$ cat config.mk
export PLATFORM = sky130hd
export DESIGN_NAME = fsp_sqrt
export DESIGN_NICKNAME = d
export VERILOG_FILES = /design/src/assert_macros.svh /design/src/fsp_pkg.sv /design/src/fsp_sqrt.sv
export SDC_FILE = /design/constraint.sdc
export NUM_CORES = 2
export LEC_CHECK = 0
export BUFFER_PORTS_ARGS = -buffer_cell sky130_fd_sc_hd__clkbuf_2
export CORE_AREA = 8 8 458 460
export CTS_CLUSTER_DIAMETER = 150
export CTS_CLUSTER_SIZE = 16
export DETAILED_ROUTE_END_ITERATION = 8
export DIE_AREA = 0 0 466 468
export PLACE_DENSITY = 0.69
export SLEW_MARGIN = 20
export SYNTH_ARGS = -nofsm -noshare
export SYNTH_HDL_FRONTEND = slang
export SYNTH_SLANG_ARGS = --single-unit
$ cat constraint.sdc
create_clock -name clk -period 6.3 [get_ports clk]
set_input_delay 1.26 -clock clk [delete_from_list [all_inputs] [get_ports clk]]
set_output_delay 1.26 -clock clk [all_outputs]
set_load 0.05 [all_outputs]
$ cat src/assert_macros.svh
// Assertion macros for the RTL files of the sphere point block.
`ifndef ASSERT_MACROS_SVH
`define ASSERT_MACROS_SVH

// Check that ante implies cons in the same cycle.
`define ASSERT_IMPLY(label, ante, cons) \
  label: assert property (@(posedge clk) disable iff (rst) (ante) |-> (cons)) \
    else $error("check failed: label");

// Check that ante implies cons in the next cycle.
`define ASSERT_NEXT(label, ante, cons) \
  label: assert property (@(posedge clk) disable iff (rst) (ante) |=> (cons)) \
    else $error("check failed: label");

`endif

$ cat src/fsp_pkg.sv
`timescale 1ns / 1ps
// ----------------------------------------------------------------------------
// fsp_pkg
// Widths, constants and the arctangent table of the sphere point pipeline.
// ----------------------------------------------------------------------------
package fsp_pkg;

  localparam int ANGLE_BITS = 16;
  localparam int INDEX_BITS = 16;
  localparam int COUNT_BITS = INDEX_BITS + 1;
  localparam int A_BITS     = INDEX_BITS + 2;
  localparam int FRAC_SHIFT = 30 - INDEX_BITS;
  localparam int PROD_BITS  = 2 * INDEX_BITS + 4;
  localparam int RAD_BITS   = 64;
  localparam int ROOT_BITS  = 32;
  localparam int SQRT_STAGES = 32;
  localparam int CORDIC_STAGES = 32;
  localparam int XY_BITS    = 36;
  localparam int Z_BITS     = 34;
  localparam int ROUND_SHIFT = 32 - ANGLE_BITS;

  localparam logic [31:0] HALF_PHIR_LO = 32'hBFA53E0B;
  localparam logic [31:0] HALF_PHIR_HI = 32'h4F1BBCDC;

  // Register byte addresses
  localparam logic [2:0] ADDR_POINT_COUNT = 3'd0;

  localparam logic [31:0] ATAN_TURN [CORDIC_STAGES] = '{
    32'h20000000, 32'h12E4051E, 32'h09FB385B, 32'h051111D4, 32'h028B0D43,
    32'h0145D7E1, 32'h00A2F61E, 32'h00517C55, 32'h0028BE53, 32'h00145F2F,
    32'h000A2F98, 32'h000517CC, 32'h00028BE6, 32'h000145F3, 32'h0000A2FA,
    32'h0000517D, 32'h000028BE, 32'h0000145F, 32'h00000A30, 32'h00000518,
    32'h0000028C, 32'h00000146, 32'h000000A3, 32'h00000051, 32'h00000029,
    32'h00000014, 32'h0000000A, 32'h00000005, 32'h00000003, 32'h00000001,
    32'h00000001, 32'h00000000
  };

  // Side data that rides alongside the square root and CORDIC pipelines
  typedef struct packed {
    logic signed [A_BITS-1:0] a;
    logic                     err;
    logic [ANGLE_BITS-1:0]    lon;
  } side_t;

endpackage

$ cat src/fsp_sqrt.sv
`timescale 1ns / 1ps
// ----------------------------------------------------------------------------
// fsp_sqrt
// Pipelined integer square root, one result bit per register stage.
// ----------------------------------------------------------------------------
module fsp_sqrt
  import fsp_pkg::*;
(
  input  logic                 clk,
  input  logic                 rst,
  input  logic                 in_valid,
  input  logic [RAD_BITS-1:0]  radicand,
  output logic                 out_valid,
  output logic [ROOT_BITS-1:0] root
);

  logic                vld [SQRT_STAGES+1];
  logic [RAD_BITS-1:0] rem [SQRT_STAGES+1];
  logic [RAD_BITS-1:0] res [SQRT_STAGES+1];

  assign vld[0] = in_valid;
  assign rem[0] = radicand;
  assign res[0] = '0;

  for (genvar k = 0; k < SQRT_STAGES; k++) begin : g_stage
    localparam logic [RAD_BITS-1:0] BIT = RAD_BITS'(1) << (RAD_BITS - 2 - 2 * k);
    logic [RAD_BITS-1:0] trial;
    assign trial = res[k] + BIT;

    always_ff @(posedge clk) begin
      if (rst) begin
        vld[k+1] <= 1'b0;
      end else begin
        vld[k+1] <= vld[k];
      end
    end

    always_ff @(posedge clk) begin
      if (rem[k] >= trial) begin
        rem[k+1] <= rem[k] - trial;
        res[k+1] <= (res[k] >> 1) + BIT;
      end else begin
        rem[k+1] <= rem[k];
        res[k+1] <= res[k] >> 1;
      end
    end
  end

  assign out_valid = vld[SQRT_STAGES];
  assign root      = res[SQRT_STAGES][ROOT_BITS-1:0];

endmodule

; After elaboration in Yosys (flattened, before gate mapping)
; Cells that the tools add are included.
[totals]
input_bits = 67
wordCells = 313
regBits = 4031
output_inout_bits = 33
[classes]
magnitude_cmp = 32
n_mux = 63
addsub = 93
[ops]
columns = operator, n
row1 = $ge A64 B64 Y1, 31
row2 = $mux W64, 31
row3 = $mux W63, 31
row4 = $sub A64 B64 Y64, 30
row5 = $add A63 B11 Y64 const B, 1
row6 = $add A63 B13 Y64 const B, 1
row7 = $add A63 B15 Y64 const B, 1
row8 = $add A63 B17 Y64 const B, 1
row9 = $add A63 B19 Y64 const B, 1
row10 = $add A63 B21 Y64 const B, 1
row11 = $add A63 B23 Y64 const B, 1
row12 = $add A63 B25 Y64 const B, 1
row13 = $add A63 B27 Y64 const B, 1
row14 = $add A63 B29 Y64 const B, 1
row15 = $add A63 B3 Y64 const B, 1
row16 = $add A63 B31 Y64 const B, 1
row17 = $add A63 B33 Y64 const B, 1
row18 = $add A63 B35 Y64 const B, 1
row19 = $add A63 B37 Y64 const B, 1
row20 = $add A63 B39 Y64 const B, 1
row21 = $add A63 B41 Y64 const B, 1
row22 = $add A63 B43 Y64 const B, 1
row23 = $add A63 B45 Y64 const B, 1
row24 = $add A63 B47 Y64 const B, 1
row25 = 45 further kinds, 45

; Depth between registers and ports, before layout
[depth]
depth_word = 3
depth_mapped = 14
depth_no_buf = 12

; Least setup slack after synthesis
; OpenSTA, ideal clock, no wires.
[synth_timing]
kind = register to register
startpoint = reg res[223] (netlist name)
endpoint = reg rem[181] (netlist name)
synth_period_minus_slack_ns = 3.401
stages_incl_launch_ff = 14
required_time_ns = 6.182
n_path_buf = 2
arrival_time_ns = 3.283
setup_slack_ns = 2.899
setup_ns = 0.118
cell_sequence = dfxtp_1 -> inv_1 -> ha_1 -> clkbuf_1 -> nand2_1 -> or3_1 -> or4_4 -> nor3_2 -> and4bb_1 -> or4_4 -> a211oi_2 -> buf_4 -> nand4b_1 -> xnor2_1
[synth_via]
elab_chain_cells = 3
elab_cells_between_ends = 4
classes_between = 2 x add/sub / 1 x order compare / 1 x mux
[synth_rtl]
columns = item, line
row1 = from (decl), fsp_sqrt.sv:19  ; logic [RAD_BITS-1:0] res [SQRT_STAGES+1];
row2 = "from (signal, indexed assignment)", fsp_sqrt.sv:41  ; res[k+1] <= (res[k] >> 1) + BIT;
row3 = "from (signal, indexed assignment)", fsp_sqrt.sv:44  ; res[k+1] <= res[k] >> 1;
row4 = $add A64 B5 Y64 (*), fsp_sqrt.sv:28  ; assign trial = res[k] + BIT;
row5 = $sub A64 B64 Y64 / $ge A64 B64 Y1 (equally long branches), "fsp_sqrt.sv:40, fsp_sqrt.sv:39"
row6 = $mux W64 (*), fsp_sqrt.sv:39  ; if (rem[k] >= trial) begin
row7 = "to (signal, indexed assignment)", fsp_sqrt.sv:40  ; rem[k+1] <= rem[k] - trial;
row8 = "to (signal, indexed assignment)", fsp_sqrt.sv:43  ; rem[k+1] <= rem[k];
row9 = to (decl), fsp_sqrt.sv:18  ; logic [RAD_BITS-1:0] rem [SQRT_STAGES+1];
; Mark *: on every way between the ends. The rest lies on a longest branch, timed or not.
; A chain may end at the register's enable or synchronous reset.

; Worst setup path in the final report
[layout_timing]
startpoint = reg res[264] (netlist name)
endpoint = reg rem[246] (netlist name)
[layout_via]
elab_chain_cells = 3
elab_cells_between_ends = 4
classes_between = 2 x add/sub / 1 x order compare / 1 x mux
[layout_rtl]
columns = item, line
row1 = $add A64 B7 Y64 (*), fsp_sqrt.sv:28
row2 = $sub A64 B64 Y64 / $ge A64 B64 Y1 (equally long branches), "fsp_sqrt.sv:40, fsp_sqrt.sv:39"
row3 = $mux W64 (*), fsp_sqrt.sv:39
; Marks and branches as above.

==> run_results.csv <==
group,metric,value,unit
run_status,status,"completed",
cts,cts_sinks,2544,
logic_synthesis,synth_warnings,0,
drt,drc,0,
sta,worst_pin_slew,1.21,ns
drt,drt_first_iter_violations,4865,
drt,drtPass1Iterations,6,
cells_and_area,drive_gt1_frac,0.0487,
sta,slew_headroom,0.185,
power_and_ir_drop,p_int,30.1,mW
sta,timing.fmax,216,MHz
global_routing,grt_max_degree,66,
global_routing,overflow,0,
cts,cts_buffer_depth,3,
global_routing,grtUsageTotal,0.210,
power_and_ir_drop,swShare,0.340,
power_and_ir_drop,p_clk_frac,0.229,
cells_and_area,nets,10500,
cts,hold_buffers,0,
cts,postCtsResizedCells,0,
logic_synthesis,synth-seq-cells,2544,
sta,setup_viol,0,
setup_path,worstSetupStartpointType,"register",
setup_path,rr_worst_depth,11,
power_and_ir_drop,p_comb_frac,0.269,
cells_and_area,area_growth,8.52,%
setup_path,cp_max_fo,5,
global_routing,grt_pass1_wl,371000,µm
power_and_ir_drop,vdd_drop_max,344,µV
worst_hold_path,whs_endpoint,"res[156]",
power_and_ir_drop,seq_power_share,0.502,
logic_synthesis,syn_area_per_cell,9.90,µm²
cts,numCtsBuffers,177,
drt,vias_per_cell,5.49,
sta,rsz0062_at_grt,"false",
worst_hold_path,min_path_cells,0,
logic_synthesis,async_reset_ff_frac,0,
cts,cts_setup_buffers,0,
cts,cts_tree,"built",
logic_synthesis,synth_edf_count,0,
drt,ant_nets,0,
cts,clock_latency,0.87,ns
cts,cts_max_level,4,
power_and_ir_drop,power_leakage,47.5,nW
sta,finalMaxSlewViolations,0,
floorplanning,rows,166,
sta,hold_violations,0,
setup_path,r2r_start,"res[264]",
setup_path,cp.required,7.05,ns
sta,skew,0.0654,ns
floorplanning,fp.dieW,466,µm
cells_and_area,fillers,18000,
setup_path,r2r-end,"rem[246]",
drt,routed_wl,237000,µm
sta,finalCritPeriodShare,0.734,
drt,route.met2.wl,115000,µm
logic_synthesis,syn_inst,9735,
cts,clk_pin_slew,0.08,ns
placed_design,io_buffers,99,
placed_design,place_congestion,0.915,
worst_hold_path,hold_path_class,"reg2reg",
placed_design,dpl.hpwl,187000,µm
power_and_ir_drop,powerDensity,435,nW/µm²
setup_path,end_kind,"register",
floorplanning,die_area,218000,µm²
drt,wl_per_cell,18.9,µm
global_routing,grt_pass1_vias,67800,
floorplanning,die_h,468,µm
setup_path,arrival,5.37,ns
setup_path,critPathKind,"reg2reg",
sta,fin_crit,4.62,ns
power_and_ir_drop,power.switching,15.5,mW
setup_path,reg2reg_setup_slack,1.68,ns
drt,via_count,68900,
floorplanning,ios,100,
logic_synthesis,ys_types,93,
cells_and_area,regArea,50900,µm²
floorplanning,start_util,0.475,
floorplanning,core_area,203000,µm²
global_routing,antenna_found_initial,9,
worst_hold_path,hp-start,"res[221]",
sta,finalSetupTns,0,ns
logic_synthesis,synth-main-ff-cell,"dfxtp_1",
logic_synthesis,yosysSeqAreaShare,0.528,
drt,wl_met3,12300,µm
drt,highest_layer,"met5",
placed_design,pre_cts_ws,1.85,ns
flow_run,drv_cap,0,
cells_and_area,multi_input_area,42200,µm²
sta,fin_ws,1.68,ns
logic_synthesis,synth_area,96400,µm²
logic_synthesis,synth_fp_nets,10400,
cts,clockRootBuffer,"clkbuf_16",
drt,met1Wirelength,104000,µm
power groups by stage:
stage	combinational, mW	clock (mW)	sequential [mW]
floorplan	9.47	0	21.8
global placement	11.9	0	23.2
detailed placement	12.1	0	23.2
CTS	12.2	10.7	22.9
global route	13.6	11.4	23.2
finish	12.2	10.4	22.9
per-stage QoR:
stage,utilization,instances,hold slack (ns),area [µm²],power [mW]
global route,0.515,12500,0.287,105000,48.2
floorplan,-,9735,0.322,96400,31.3
global placement,0.491,12300,0.330,99700,35.1
finish,0.516,12500,0.287,105000,45.5
CTS,0.515,12500,0.283,105000,45.8
detailed placement,0.491,12300,0.333,99700,35.3
cell usage in the layout (no fill, tap or decap), types with 177 or more instances in the layout:
cell       Yosys  final
clkbuf_16      0    177
nand2_1      710    709
nor4_1       321    320
ha_1         558    558
xor2_1       418    418
nor2_1       621    620
nor3_1       250    248
o21ai_0      499    499
a21oi_1      541    538
xnor2_1      464    464
inv_1        686    686
dfxtp_1     2544   2544
a21o_1       249    249
Yosys cell counts (89+ instances only):
master / number / area share
or3_1: 94 / 0.0061
a21o_1: 249 / 0.019
clkbuf_1: 182 / 0.0071
nor2_1: 621 / 0.024
nor3_1: 250 / 0.013
xor2_1: 418 / 0.038
ha_1: 558 / 0.072
nand2b_1: 116 / 0.0075
dfxtp_1: 2544 / 0.53
nor2b_1: 103 / 0.0067
xnor2_1: 464 / 0.042
o21a_1: 89 / 0.0069
nand2_1: 710 / 0.028
nor4_1: 321 / 0.021
o21ai_0: 499 / 0.026
a21oi_1: 541 / 0.028
nand4_1: 173 / 0.011
inv_1: 686 / 0.027
nand3_1: 147 / 0.0076
flip-flops by register name, summed over array words and instances, names as in the netlist:
signal and flops:
out_valid 1, res 496, vld 31, root 32, rem 1984
kinds of logic (layout without fill, tap and decap cells):
kind of cell | count (synthesis) | in the layout | synth area share
AO/OA/AOI/OAI | 1854 | 1854 | 0.120
XOR/XNOR | 882 | 882 | 0.0801
adder cells (fa/ha/maj) | 558 | 558 | 0.0724
buffers and inverters | 894 | 1011 | 0.0351
flip-flops | 2544 | 2544 | 0.528
multiplexers | 61 | 61 | 0.00700
other | 0 | 9 | 0
AND/OR/NAND/NOR | 2942 | 2942 | 0.157
per-layer routing:
layer  up-vias  track usage
li1      33900            -
met1     32800        0.267
met2      1725        0.368
met3       375       0.0345
met4         6       0.0582
met5         -            0
worst max-delay path by stage:
stage                        start  endpoint  slack (ns)
after floorplan           res[223]  rem[181]        2.90
after global placement    res[264]  rem[246]        1.92
after detailed placement  res[264]  rem[246]        1.85
after CTS                 res[264]  rem[246]        1.82
after global routing      res[264]  rem[254]        1.48
final                     res[264]  rem[246]        1.68
worst max-delay path, cell delays in order (launching register included):
cell	delay, ns
dfxtp_1	0.33
inv_1	0.04
ha_1	0.32
nor2b_1	0.16
o31a_1	0.28
o41ai_1	0.66
o31ai_1	0.31
a211oi_1	0.82
o21ai_0	0.49
a21boi_0	0.71
o2111ai_1	0.24
xnor2_1	0.16
area by class of cell:
type / instances / share of cell area
timing repair buffer: 125 / 0.00660
sequential: 2544 / 0.487
tap: 2688 / 0.0322
clock buffer: 177 / 0.0423
multi-input combinational: 6297 / 0.403
clock inverter: 17 / 0.00391
antenna: 9 / 0.000215
inverter: 692 / 0.0248
Power figures use the tool's default switching activity.
